**config.mk**
```make
export PLATFORM = sky130hd
export DESIGN_NAME = multi_slot_software_timer
export DESIGN_NICKNAME = d
export VERILOG_FILES = /design/src/hdl/msst_pkg.sv /design/src/hdl/msst_ctrl.sv /design/src/hdl/msst_dp.sv /design/src/hdl/multi_slot_software_timer.sv
export SDC_FILE = /design/constraint.sdc
export NUM_CORES = 1
export LEC_CHECK = 0
export ABC_CLOCK_PERIOD_IN_PS = 5690
export BUFFER_PORTS_ARGS = -buffer_cell sky130_fd_sc_hd__buf_2
export CAP_MARGIN = 30
export CORE_ASPECT_RATIO = 1.1
export CORE_UTILIZATION = 56
export DETAILED_ROUTE_END_ITERATION = 8
export GPL_TIMING_DRIVEN = 0
export MAX_ROUTING_LAYER = met4
export PLACE_DENSITY = 0.74
export SLEW_MARGIN = 20
export SYNTH_ARGS = -nofsm -noshare
export SYNTH_HDL_FRONTEND = slang
export SYNTH_SLANG_ARGS = --single-unit
```
**constraint.sdc**
```tcl
create_clock -name clk -period 5.69 [get_ports clk]
set_input_delay 1.138 -clock clk [delete_from_list [all_inputs] [get_ports clk]]
set_output_delay 1.138 -clock clk [all_outputs]
set_load 0.01 [all_outputs]
```
**src/hdl/msst_pkg.sv**
```systemverilog
`timescale 1ns / 1ps
`default_nettype none
package msst_pkg;

  localparam int MAX_HITS   = 16;
  localparam int HIT_IDX_W  = 4;
  localparam int HIT_CNT_W  = 5;
  localparam int SLOT_W     = 4;
  localparam int COUNT_W    = 5;
  localparam int FIELD_W    = 32;

  typedef enum logic [1:0] {
    FUNC_START = 2'd0,
    FUNC_STOP  = 2'd1,
    FUNC_TICK  = 2'd2,
    FUNC_CLEAR = 2'd3
  } func_t;

  typedef struct packed {
    logic apply;
    logic walk_begin;
    logic walk;
    logic emit;
  } cmd_t;

  typedef struct packed {
    logic walk_done;
    logic out_free;
    logic emit_last;
  } status_t;

endpackage
`default_nettype wire

```
**src/hdl/msst_ctrl.sv**
```systemverilog
`timescale 1ns / 1ps
`default_nettype none
module msst_ctrl (
  input  wire logic             clk,
  input  wire logic             rst,
  input  wire logic             s_tvalid,
  output logic                  s_tready,
  input  wire msst_pkg::func_t  func,
  input  wire msst_pkg::status_t sts,
  output msst_pkg::cmd_t        cmd
);
  import msst_pkg::*;

  typedef enum logic [2:0] {
    ST_IDLE = 3'b001,
    ST_WALK = 3'b010,
    ST_EMIT = 3'b100
  } state_t;

  state_t state, state_next;

  always_ff @(posedge clk) begin
    if (rst) begin
      state <= ST_IDLE;
    end else begin
      state <= state_next;
    end
  end

  always_comb begin
    state_next = state;
    cmd        = '0;
    s_tready   = 1'b0;
    case (state)
      ST_IDLE: begin
        s_tready = 1'b1;
        if (s_tvalid) begin
          if (func == FUNC_TICK) begin
            cmd.walk_begin = 1'b1;
            state_next     = ST_WALK;
          end else begin
            cmd.apply  = 1'b1;
            state_next = ST_EMIT;
          end
        end
      end
      ST_WALK: begin
        cmd.walk = 1'b1;
        if (sts.walk_done) begin
          state_next = ST_EMIT;
        end
      end
      ST_EMIT: begin
        if (sts.out_free) begin
          cmd.emit = 1'b1;
          if (sts.emit_last) begin
            state_next = ST_IDLE;
          end
        end
      end
      default: begin
        state_next = ST_IDLE;
      end
    endcase
  end

endmodule
`default_nettype wire

```
**src/hdl/msst_dp.sv**
```systemverilog
`timescale 1ns / 1ps
`default_nettype none
module msst_dp #(
  parameter int SLOTS      = 16,
  parameter int TIME_WIDTH = 32
) (
  input  wire logic                         clk,
  input  wire logic                         rst,
  input  wire msst_pkg::cmd_t               cmd,
  output msst_pkg::status_t                 sts,
  input  wire msst_pkg::func_t              in_func,
  input  wire logic [msst_pkg::SLOT_W-1:0]  in_slot,
  input  wire logic [msst_pkg::FIELD_W-1:0] in_interval,
  input  wire logic                         in_periodic,
  input  wire logic [msst_pkg::FIELD_W-1:0] in_elapsed,
  input  wire logic                         out_ready,
  output logic                              out_vld,
  output logic                              out_fired,
  output logic [msst_pkg::SLOT_W-1:0]       out_slot,
  output logic [msst_pkg::COUNT_W-1:0]      out_count,
  output logic                              out_accepted,
  output logic                              out_last
);
  import msst_pkg::*;

  localparam int IDX_W = (SLOTS > 1) ? $clog2(SLOTS) : 1;
  localparam int CNT_W = $clog2(SLOTS + 1);

  logic [TIME_WIDTH-1:0] rem_mem [SLOTS];
  logic [TIME_WIDTH-1:0] rel_mem [SLOTS];

  logic [SLOTS-1:0]      running;
  logic [SLOTS-1:0]      periodic;
  logic [CNT_W-1:0]      total;
  logic                  acc_q;
  logic [TIME_WIDTH-1:0] elapsed_q;
  logic [CNT_W-1:0]      rd_cnt;
  logic                  p_vld;
  logic [IDX_W-1:0]      p_idx;
  logic [TIME_WIDTH-1:0] rem_q;
  logic [TIME_WIDTH-1:0] rel_q;
  logic [SLOT_W-1:0]     hits [MAX_HITS];
  logic [HIT_CNT_W-1:0]  hit_cnt;
  logic [HIT_CNT_W-1:0]  emit_cnt;

  logic [IDX_W+SLOT_W-1:0]      slot_wide;
  logic                         slot_ok;
  logic [IDX_W-1:0]             slot_idx;
  logic [TIME_WIDTH+FIELD_W-1:0] iv_wide;
  logic [TIME_WIDTH+FIELD_W-1:0] el_wide;
  logic [TIME_WIDTH-1:0]        iv;
  logic [TIME_WIDTH-1:0]        el;
  logic                         start_ok;
  logic                         stop_ok;
  logic                         rd_en;
  logic                         p_run;
  logic                         hit;
  logic [IDX_W+SLOT_W-1:0]      p_idx_wide;
  logic [CNT_W+COUNT_W-1:0]     total_wide;
  logic                         wr_en;
  logic                         wr_rel;
  logic [IDX_W-1:0]             wr_addr;
  logic [TIME_WIDTH-1:0]        wr_rem;

  assign slot_wide  = {{IDX_W{1'b0}}, in_slot};
  assign slot_ok    = slot_wide < (IDX_W + SLOT_W)'(SLOTS);
  assign slot_idx   = slot_wide[IDX_W-1:0];
  assign iv_wide    = {{TIME_WIDTH{1'b0}}, in_interval};
  assign el_wide    = {{TIME_WIDTH{1'b0}}, in_elapsed};
  assign iv         = iv_wide[TIME_WIDTH-1:0];
  assign el         = el_wide[TIME_WIDTH-1:0];
  assign start_ok   = slot_ok && (iv != '0);
  assign stop_ok    = slot_ok && running[slot_idx];
  assign rd_en      = cmd.walk && (rd_cnt != CNT_W'(SLOTS));
  assign p_run      = p_vld && running[p_idx];
  assign hit        = p_run && (elapsed_q >= rem_q);
  assign p_idx_wide = {{SLOT_W{1'b0}}, p_idx};
  assign total_wide = {{COUNT_W{1'b0}}, total};

  assign sts.walk_done = (rd_cnt == CNT_W'(SLOTS)) && !p_vld;
  assign sts.out_free  = !out_vld || out_ready;
  assign sts.emit_last = (hit_cnt == '0) || (emit_cnt == hit_cnt - HIT_CNT_W'(1));

  always_comb begin
    wr_en   = 1'b0;
    wr_rel  = 1'b0;
    wr_addr = p_idx;
    wr_rem  = rem_q - elapsed_q;
    if (cmd.apply && (in_func == FUNC_START) && start_ok) begin
      wr_en   = 1'b1;
      wr_rel  = 1'b1;
      wr_addr = slot_idx;
      wr_rem  = iv;
    end else if (p_run) begin
      if (!hit) begin
        wr_en = 1'b1;
      end else if (periodic[p_idx]) begin
        wr_en  = 1'b1;
        wr_rem = rel_q;
      end
    end
  end

  always_ff @(posedge clk) begin
    if (wr_en) begin
      rem_mem[wr_addr] <= wr_rem;
    end
    if (wr_rel) begin
      rel_mem[wr_addr] <= iv;
    end
    if (rd_en) begin
      rem_q <= rem_mem[rd_cnt[IDX_W-1:0]];
      rel_q <= rel_mem[rd_cnt[IDX_W-1:0]];
    end
  end

  always_ff @(posedge clk) begin
    if (cmd.walk_begin) begin
      elapsed_q <= el;
    end
    if (hit && (hit_cnt != HIT_CNT_W'(MAX_HITS))) begin
      hits[hit_cnt[HIT_IDX_W-1:0]] <= p_idx_wide[SLOT_W-1:0];
    end
    if (rd_en) begin
      p_idx <= rd_cnt[IDX_W-1:0];
    end
  end

  always_ff @(posedge clk) begin
    if (rst) begin
      running  <= '0;
      periodic <= '0;
      total    <= '0;
      acc_q    <= 1'b0;
      rd_cnt   <= '0;
      p_vld    <= 1'b0;
      hit_cnt  <= '0;
      emit_cnt <= '0;
    end else begin
      if (cmd.apply) begin
        hit_cnt  <= '0;
        emit_cnt <= '0;
        case (in_func)
          FUNC_START: begin
            acc_q <= start_ok;
            if (start_ok) begin
              running[slot_idx]  <= 1'b1;
              periodic[slot_idx] <= in_periodic;
              if (!running[slot_idx]) begin
                total <= total + CNT_W'(1);
              end
            end
          end
          FUNC_STOP: begin
            acc_q <= stop_ok;
            if (stop_ok) begin
              running[slot_idx] <= 1'b0;
              total             <= total - CNT_W'(1);
            end
          end
          FUNC_CLEAR: begin
            acc_q   <= 1'b1;
            running <= '0;
            total   <= '0;
          end
          default: begin
            acc_q <= 1'b1;
          end
        endcase
      end
      if (cmd.walk_begin) begin
        rd_cnt   <= '0;
        p_vld    <= 1'b0;
        hit_cnt  <= '0;
        emit_cnt <= '0;
        acc_q    <= 1'b1;
      end
      if (cmd.walk) begin
        p_vld <= rd_en;
        if (rd_en) begin
          rd_cnt <= rd_cnt + CNT_W'(1);
        end
      end
      if (hit) begin
        if (hit_cnt != HIT_CNT_W'(MAX_HITS)) begin
          hit_cnt <= hit_cnt + HIT_CNT_W'(1);
        end
        if (!periodic[p_idx]) begin
          running[p_idx] <= 1'b0;
          total          <= total - CNT_W'(1);
        end
      end
      if (cmd.emit) begin
        emit_cnt <= emit_cnt + HIT_CNT_W'(1);
      end
    end
  end

  // output register
  always_ff @(posedge clk) begin
    if (rst) begin
      out_vld <= 1'b0;
    end else if (cmd.emit) begin
      out_vld <= 1'b1;
    end else if (out_ready) begin
      out_vld <= 1'b0;
    end
  end

  always_ff @(posedge clk) begin
    if (cmd.emit) begin
      out_fired    <= (hit_cnt != '0);
      out_slot     <= (hit_cnt != '0) ? hits[emit_cnt[HIT_IDX_W-1:0]] : '0;
      out_count    <= total_wide[COUNT_W-1:0];
      out_accepted <= acc_q;
      out_last     <= sts.emit_last;
    end
  end

endmodule
`default_nettype wire

```
**src/hdl/multi_slot_software_timer.sv**
```systemverilog
`timescale 1ns / 1ps
`default_nettype none
// Bank of SLOTS software timer slots (start, stop, tick, clear on s_tuser). Start, stop
// and clear give one result item. A tick walks every slot through the remaining-time
// and reload memories, one slot per cycle over their read ports, then gives its
// result items, each held while the output register is full: one item per expired
// slot in index order (at most 16 are reported, all take effect), or a single item
// when none expired. Every result carries the running count after the whole
// operation. A new item is taken once the last result of the previous one sits in
// the output register.
module multi_slot_software_timer #(
  parameter int SLOTS      = 16,
  parameter int TIME_WIDTH = 32
) (
  input  wire logic        clk,
  input  wire logic        rst,
  input  wire logic        s_tvalid,
  output logic             s_tready,
  input  wire logic [71:0] s_tdata,  // slot[3:0], interval[35:4], periodic[36], elapsed[68:37]
  input  wire logic [1:0]  s_tuser,  // func
  output logic             m_tvalid,
  input  wire logic        m_tready,
  output logic [15:0]      m_tdata,  // fired_slot[3:0], active_count[8:4], accepted[9]
  output logic             m_tuser,  // fired
  output logic             m_tlast
);
  import msst_pkg::*;

  cmd_t                 cmd;
  status_t              sts;
  func_t                func;
  logic [SLOT_W-1:0]    fired_slot;
  logic [COUNT_W-1:0]   active_count;
  logic                 accepted;

  assign func = func_t'(s_tuser);

  msst_ctrl u_ctrl (
    .clk      (clk),
    .rst      (rst),
    .s_tvalid (s_tvalid),
    .s_tready (s_tready),
    .func     (func),
    .sts      (sts),
    .cmd      (cmd)
  );

  msst_dp #(
    .SLOTS      (SLOTS),
    .TIME_WIDTH (TIME_WIDTH)
  ) u_dp (
    .clk          (clk),
    .rst          (rst),
    .cmd          (cmd),
    .sts          (sts),
    .in_func      (func),
    .in_slot      (s_tdata[3:0]),
    .in_interval  (s_tdata[35:4]),
    .in_periodic  (s_tdata[36]),
    .in_elapsed   (s_tdata[68:37]),
    .out_ready    (m_tready),
    .out_vld      (m_tvalid),
    .out_fired    (m_tuser),
    .out_slot     (fired_slot),
    .out_count    (active_count),
    .out_accepted (accepted),
    .out_last     (m_tlast)
  );

  assign m_tdata = {6'b0, accepted, active_count, fired_slot};

  a_fired_accepted: assert property (@(posedge clk) disable iff (rst)
    m_tvalid && m_tuser |-> m_tdata[9])
    else $error("fired item not marked accepted");

  a_not_last_is_fired: assert property (@(posedge clk) disable iff (rst)
    m_tvalid && !m_tlast |-> m_tuser)
    else $error("non-final item without an expiry");

  a_cmd_exclusive: assert property (@(posedge clk) disable iff (rst)
    $onehot0({cmd.apply, cmd.walk_begin, cmd.walk, cmd.emit}))
    else $error("overlapping datapath commands");

  a_start_on_accept: assert property (@(posedge clk) disable iff (rst)
    cmd.apply || cmd.walk_begin |-> s_tvalid && s_tready)
    else $error("operation started without an accepted item");

endmodule
`default_nettype wire

```
==> results.ini, run 1 <==
[yosys]
simple_gate_fraction_of_synth_area_pct = 3.68
yosysWarningCount = 0
combined_area_of_all_synthesized_cells_um2 = 50500
synthCells = 2550
synthMuxAreaShare_pct = 16.1
xor_and_xnor_area_share_after_synthesis_pct = 0.589
yosys-top-cells-count = sky130_fd_sc_hd__edfxtp_1, sky130_fd_sc_hd__mux4_2, sky130_fd_sc_hd__nor2_1, sky130_fd_sc_hd__nand2_1, sky130_fd_sc_hd__clkbuf_1
yosys.area_share.adder_pct = 1.08
syn_avg_cell_area_um2 = 19.8
synth_top_cell_by_area = sky130_fd_sc_hd__edfxtp_1
distinct_cell_type_count_of_the_synthesized_netlist = 78
ys.flop_type = sky130_fd_sc_hd__edfxtp_1
synth-edff-count = 1200
synth.yosys.seq_area_share_pct = 73.6
synthMostInstantiatedCell = sky130_fd_sc_hd__edfxtp_1
synth.ff_latch_count = 1258
synth_compound_gate_area_share_pct = 3.38
asyncSetResetFlopFracSynth_pct = 0
ys_top_cells_by_area = sky130_fd_sc_hd__edfxtp_1, sky130_fd_sc_hd__mux4_2, sky130_fd_sc_hd__dfxtp_1
combinational_family_with_the_most_area_after_synthesis = multiplexers
synth.top_cell.area_share_pct = 71.3

[outcome]
outcome = finished, violations left
violations_in_the_final_reports = design-rule violations

[floorplanning]
dieHeight_um = 317
num_io_pins = 98
die_w_um = 288
core_area_um2 = 89400
fp-row-count = 115
initial_core_util_pct = 56.5
design.die.area_um2 = 91400

[critical_path]
crit_arrival_ps = 5400
crit_fanout = 19
critPathLaunchType = flop
startpoint_of_the_most_critical_register_to_register_path = u_dp.p_idx[1]
worstSetupPathType = flop to flop
required_ps = 6080
cp-end-kind = flop
crit_path_start = u_dp.p_idx[1]

[sta]
tightestPinTransition_ps = 1030
rsz0062_at_grt = false
setup-violations-final = 0
max-slew-margin-rel_pct = 31.2
achievable-frequency_mhz = 200
report.final.hold_viol_count = 0
timing_max_transition_violations_final = 0
maximum_clock_skew_at_final_layout_ps = 27.7
final_critical_period_ps = 5000
period_share_pct = 87.9
post-route-worst-setup-slack_ps = 687

[cells_and_area]
syn2layout_area_growth_pct = 15.6
final_core_utilization_pct = 65.3
drive_above_1_share_pct = 27.9
multiInputGateArea_um2 = 12900
final_cells = 4131
fillers = 5668
seq_cell_area_um2 = 37200
final_cell_area_um2 = 58400
nets = 2980

[placement]
buffer_ports.inserted = 87
dp_cells = 3900
dp_hpwl_um = 91000
placed_cell_area_um2 = 54400
worst_setup_slack_after_placement_ps = 333
gp_congestion = 1.00

[hold_path]
hold_path_startpoint = u_dp.rd_cnt[2]
hp-class = flop to flop

[clocking]
cts_tree = yes
cts-hold-fix-buffers = 0
cts_htree_levels = 3
cts_buffers = 117
post_cts.resized_instances = 0
postCtsSetupBuffers = 0
clockBufferDepth = 3
cts.reportedPaths.clkPinSlew_ps = 70
clk_root_buffer_cell = sky130_fd_sc_hd__clkbuf_16
cts.sinks = 1258
insertion_delay_ps = 720

[power]
power.ir.vdd_worst_mv = 0.281
cellPowerDensity_nw_per_um2 = 319
seq_power_share_pct = 55.0
power.share.clock_pct = 41.7
power.leakage_uw = 0.0183
power.switching_uw = 3890
combPwrFrac_pct = 3.3
intPower_uw = 14700
swShare_pct = 20.9

[routing]
drt-vias-per-instance = 6.64
dr.first_iter.drc_count = 3410
num_vias = 27400
antenna_violating_nets_post_route = 0
remaining_routing_drc_violations = 10
detail_route.first_pass.iterations = 8
finalWirelength_um = 135000
routed_wire_length_per_instance_um = 32.6

[global_routing]
grt_first_pass_wirelength_um = 193000
global_route.overflow_total = 0
grt_use_total_pct = 31.0
grt_pass1_vias = 27800
grt_max_degree = 26
antenna_violations_before_repair = 3

[run]
cap_viol_max_count = 0

[layout make-up]
| type | instances | share of cell area [%] |
|---|---|---|
| Tap cell | 1170 | 2.51 |
| Clock inverter | 70 | 1.21 |
| Multi-Input combinational cell | 1105 | 22.2 |
| Buffer | 135 | 0.960 |
| Inverter | 57 | 0.367 |
| Clock buffer | 147 | 5.33 |
| Antenna cell | 4 | 0.0171 |
| Timing Repair Buffer | 185 | 3.71 |
| Sequential cell | 1258 | 63.7 |
[path summary, 6_finish.rpt]
kind / endpoint / slack (ps) / depth (start not counted)
worst max-delay path: u_dp.rem_mem[2][19] / 690 / 9
worst min-delay path: u_dp.p_idx[2] / 430 / 0
worst max register to register: u_dp.rem_mem[2][19] / 690 / 9
worst min register to register: u_dp.p_idx[2] / 430 / 0
[metrics by stage]
step	hold WS [ps]	TNS, ps	total power [uW]
after global placement	420	-1642960	11000
final	431	0	18600
after global routing	450	0	19100
after detailed placement	416	0	11000
after floorplan	403	0	10700
after CTS	431	0	18700
[kinds of logic after synthesis]
logic type | after synthesis
xor+xnor | 34
fa+ha+maj | 43
compound gates | 256
other cells | 1
simple gates | 394
flops | 1258
buf+inv | 192
mux | 372
[power groups by stage]
stage               clock network, uW  logic (uW)  registers [uW]
detailed placement                  0         595           10400
finish                           7770         614           10200
global route                     8170         645           10200
CTS                              7830         599           10200
floorplan                           0         283           10400
global placement                    0         522           10400
[registers in the layout, indices dropped and copies added, names as in the netlist, 16 cells and up]
| signal | count |
|---|---|
| u_dp.running | 16 |
| u_dp.periodic | 16 |
| u_dp.hits | 64 |
| u_dp.rem_mem | 512 |
| u_dp.rem_q | 32 |
| u_dp.rel_mem | 512 |
| u_dp.elapsed_q | 32 |
| u_dp.rel_q | 32 |
[critical path: stages, from the launching register on]
cell                       delay (ps)
sky130_fd_sc_hd__edfxtp_1         820
sky130_fd_sc_hd__clkbuf_1         680
sky130_fd_sc_hd__mux4_2           430
sky130_fd_sc_hd__mux2i_1          320
sky130_fd_sc_hd__nand2_1          130
sky130_fd_sc_hd__o211ai_1         370
sky130_fd_sc_hd__nor3_2           260
sky130_fd_sc_hd__o41a_1           630
sky130_fd_sc_hd__nor2_4           730
sky130_fd_sc_hd__buf_12           280
[per-layer routing]
metal | up-vias | global-route usage [%] | wire, um
met4 | 0 | 11.9 | 5670
li1 | 11100 | - | -
met5 | - | - | 0
met1 | 14300 | 38.8 | 49300
met3 | 320 | 6.23 | 12300
met2 | 1677 | 50.4 | 67400
[cells in the final DEF, fill, tap and decap left out, types with 17 or more instances in the layout]
| cell type | n |
|---|---|
| sky130_fd_sc_hd__nand2_1 | 111 |
| sky130_fd_sc_hd__clkbuf_16 | 118 |
| sky130_fd_sc_hd__clkbuf_1 | 110 |
| sky130_fd_sc_hd__buf_16 | 27 |
| sky130_fd_sc_hd__buf_2 | 100 |
| sky130_fd_sc_hd__edfxtp_1 | 1200 |
| sky130_fd_sc_hd__nor2_1 | 104 |
| sky130_fd_sc_hd__mux2i_1 | 17 |
| sky130_fd_sc_hd__buf_12 | 22 |
| sky130_fd_sc_hd__clkinv_2 | 21 |
| sky130_fd_sc_hd__ha_1 | 42 |
| sky130_fd_sc_hd__buf_4 | 20 |
| sky130_fd_sc_hd__a21oi_1 | 76 |
| sky130_fd_sc_hd__nor2_4 | 27 |
| sky130_fd_sc_hd__dfxtp_1 | 58 |
| sky130_fd_sc_hd__inv_1 | 50 |
| sky130_fd_sc_hd__a31oi_2 | 21 |
| sky130_fd_sc_hd__xnor2_1 | 26 |
| sky130_fd_sc_hd__buf_1 | 26 |
| sky130_fd_sc_hd__nand4_1 | 17 |
| sky130_fd_sc_hd__nand3_1 | 23 |
| sky130_fd_sc_hd__mux4_2 | 353 |
| sky130_fd_sc_hd__nor3_1 | 17 |
| sky130_fd_sc_hd__o21ai_0 | 33 |
| sky130_fd_sc_hd__buf_6 | 22 |
No activity file was read; power rests on OpenSTA's default activity.
==> run 2: changes to the inputs <==
--- a/config.mk
+++ b/config.mk
@@ -8,12 +8,14 @@
 export ABC_CLOCK_PERIOD_IN_PS = 5690
 export BUFFER_PORTS_ARGS = -buffer_cell sky130_fd_sc_hd__buf_2
 export CAP_MARGIN = 30
+export CELL_PAD_IN_SITES_DETAIL_PLACEMENT = 0
+export CELL_PAD_IN_SITES_GLOBAL_PLACEMENT = 1
 export CORE_ASPECT_RATIO = 1.1
-export CORE_UTILIZATION = 56
+export CORE_UTILIZATION = 50
 export DETAILED_ROUTE_END_ITERATION = 8
 export GPL_TIMING_DRIVEN = 0
 export MAX_ROUTING_LAYER = met4
-export PLACE_DENSITY = 0.74
+export PLACE_DENSITY = 0.75
 export SLEW_MARGIN = 20
 export SYNTH_ARGS = -nofsm -noshare
 export SYNTH_HDL_FRONTEND = slang
==> results.ini, run 2 (synthesis gave the netlist of run 1 again) <==
[clocking]
insertion_delay_ps = 740  ; +20 ps
clockBufferDepth = 3  ; unchanged
clk_root_buffer_cell = sky130_fd_sc_hd__clkbuf_16
cts-hold-fix-buffers = 0  ; unchanged
cts.sinks = 1258  ; unchanged
cts_buffers = 119  ; +1.7%
cts_htree_levels = 3  ; unchanged
post_cts.resized_instances = 0  ; unchanged
cts.reportedPaths.clkPinSlew_ps = 60  ; about the same
cts_tree = yes
postCtsSetupBuffers = 0  ; unchanged

[hold_path]
hp-class = flop to flop
min_path_cells = 0  ; unchanged

[cells_and_area]
fillers = 7050  ; +24%
drive_above_1_share_pct = 28.4  ; +0.48 points
multiInputGateArea_um2 = 13000  ; about the same
nets = 2999  ; +0.64%
final_cell_mix = sky130_fd_sc_hd__edfxtp_1, sky130_fd_sc_hd__mux4_2, sky130_fd_sc_hd__clkbuf_16
syn2layout_area_growth_pct = 16.7
seq_cell_area_um2 = 37200  ; unchanged
final_common_cell = sky130_fd_sc_hd__edfxtp_1

[run]
cap_viol_max_count = 0  ; unchanged

[critical_path]
critPathLaunchType = flop
critical_path_cell_count = 11  ; +2
crit_buf_inv = 4  ; +2
timing.critical_path.max_delay_family = buffers and inverters
ff2ff_path_depth = 11  ; +2
crit_arrival_ps = 5330  ; -70 ps
crit_fanout = 19  ; unchanged
required_ps = 6110  ; +30 ps
slowest_delay_ps = 910  ; +90 ps
crit_top_cell = sky130_fd_sc_hd__buf_16
crit_path_cell_trace = clkbuf_1 > mux4_2 > mux2i_1 > nand2_1 > o211ai_1 > or3_1 > buf_4 > a41oi_2 > nor2_4 > buf_16 > buf_16
cpMaxStageDelayCell = sky130_fd_sc_hd__edfxtp_1
worstSetupPathType = flop to flop
cp-end-kind = flop

[sta]
setup-violations-final = 0  ; unchanged
report.final.hold_viol_count = 0  ; unchanged
totalNegativeSetupSlack_ps = 0  ; unchanged
rsz0062_at_grt = false
period_share_pct = 86.4  ; -1.6 points
max-slew-margin-rel_pct = 28.3  ; -2.9 points
final_critical_period_ps = 4910  ; -89.6 ps
maximum_clock_skew_at_final_layout_ps = 29.0  ; +1.26 ps
hold-worst-slack_ps = 425  ; -5.23 ps
achievable-frequency_mhz = 204  ; +1.8%
tightestPinTransition_ps = 1080  ; +46.9 ps
timing_max_transition_violations_final = 0  ; unchanged

[global_routing]
global_route.overflow_total = 0  ; unchanged
grt_first_pass_wirelength_um = 190000  ; -1.5%
antenna_violations_before_repair = 8  ; +5
grt_use_total_pct = 27.0  ; -4.1 points
grt_max_degree = 26  ; unchanged
grt_pass1_vias = 27000  ; -2.9%

[routing]
routed_wire_length_per_instance_um = 30.8  ; -5.7%
num_vias = 26900  ; -2.0%
dr.first_iter.drc_count = 3224  ; -5.5%
finalWirelength_um = 132000  ; -2.3%
remaining_routing_drc_violations = 0  ; -10
drt-vias-per-instance = 6.28  ; -5.4%
antenna_violating_nets_post_route = 0  ; unchanged
detail_route.first_pass.iterations = 5  ; -3

[floorplanning]
design.die.area_um2 = 102000  ; +12%
core_area_um2 = 99600  ; +11%
die_w_um = 305  ; +5.8%
dieHeight_um = 335  ; +5.8%
fp-row-count = 121  ; +5.2%
num_io_pins = 98  ; unchanged
initial_core_util_pct = 50.7  ; -5.8 points

[power]
power.ir.vdd_worst_mv = 0.265  ; -5.7%
power.leakage_uw = 0.0185  ; +1.2%
cellPowerDensity_nw_per_um2 = 319  ; about the same
total_power_consumption_uw = 18800  ; +0.93%

[placement]
gp_congestion = 0.946  ; -5.7%
buffer_ports.inserted = 87  ; unchanged
dp_hpwl_um = 91600  ; +0.73%

[outcome]
outcome = finished clean

[run 2: worst paths after layout]
path / from / to / slack, ps
max: u_dp.p_idx[1] / u_dp.rem_mem[4][30] / 780
max reg2reg: u_dp.p_idx[1] / u_dp.rem_mem[4][30] / 780
min reg2reg: u_dp.acc_q / u_dp.out_accepted / 430
min: u_dp.acc_q / u_dp.out_accepted / 430
[run 2: per-stage QoR]
step	area, um2	std cells	util (%)	setup slack (ps)
after global placement	52600	3933	52.8	-2900
after CTS	58800	4263	59.0	747
after global routing	58900	4276	59.2	654
after floorplan	50500	2555	-	874
final	59000	4279	59.2	776
after detailed placement	54900	4039	55.1	348
[run 2: area by class of cell]
class | instances | area share, %
Antenna cell | 7 | 0.0297
Buffer | 135 | 0.947
Clock buffer | 131 | 5.13
Clock inverter | 93 | 1.52
Inverter | 57 | 0.363
Multi-Input combinational cell | 1105 | 22.0
Sequential cell | 1258 | 63.1
Tap cell | 1291 | 2.74
Timing Repair Buffer | 202 | 4.20
[run 2: per-layer routing]
metal | vias up | GRT usage, % | wire length, um
met1 | 14200 | 35.6 | 52500
met4 | 0 | 8.50 | 3820
met3 | 241 | 3.81 | 9530
met2 | 1266 | 43.7 | 65700
met5 | - | - | 0
li1 | 11200 | - | -
[run 2: report_power, final]
group	internal, uW	switching, uW	total [uW]
clock network	4440	3490	7940
logic	183	441	624
registers	10200	17.8	10200
total	14800	3950	18800
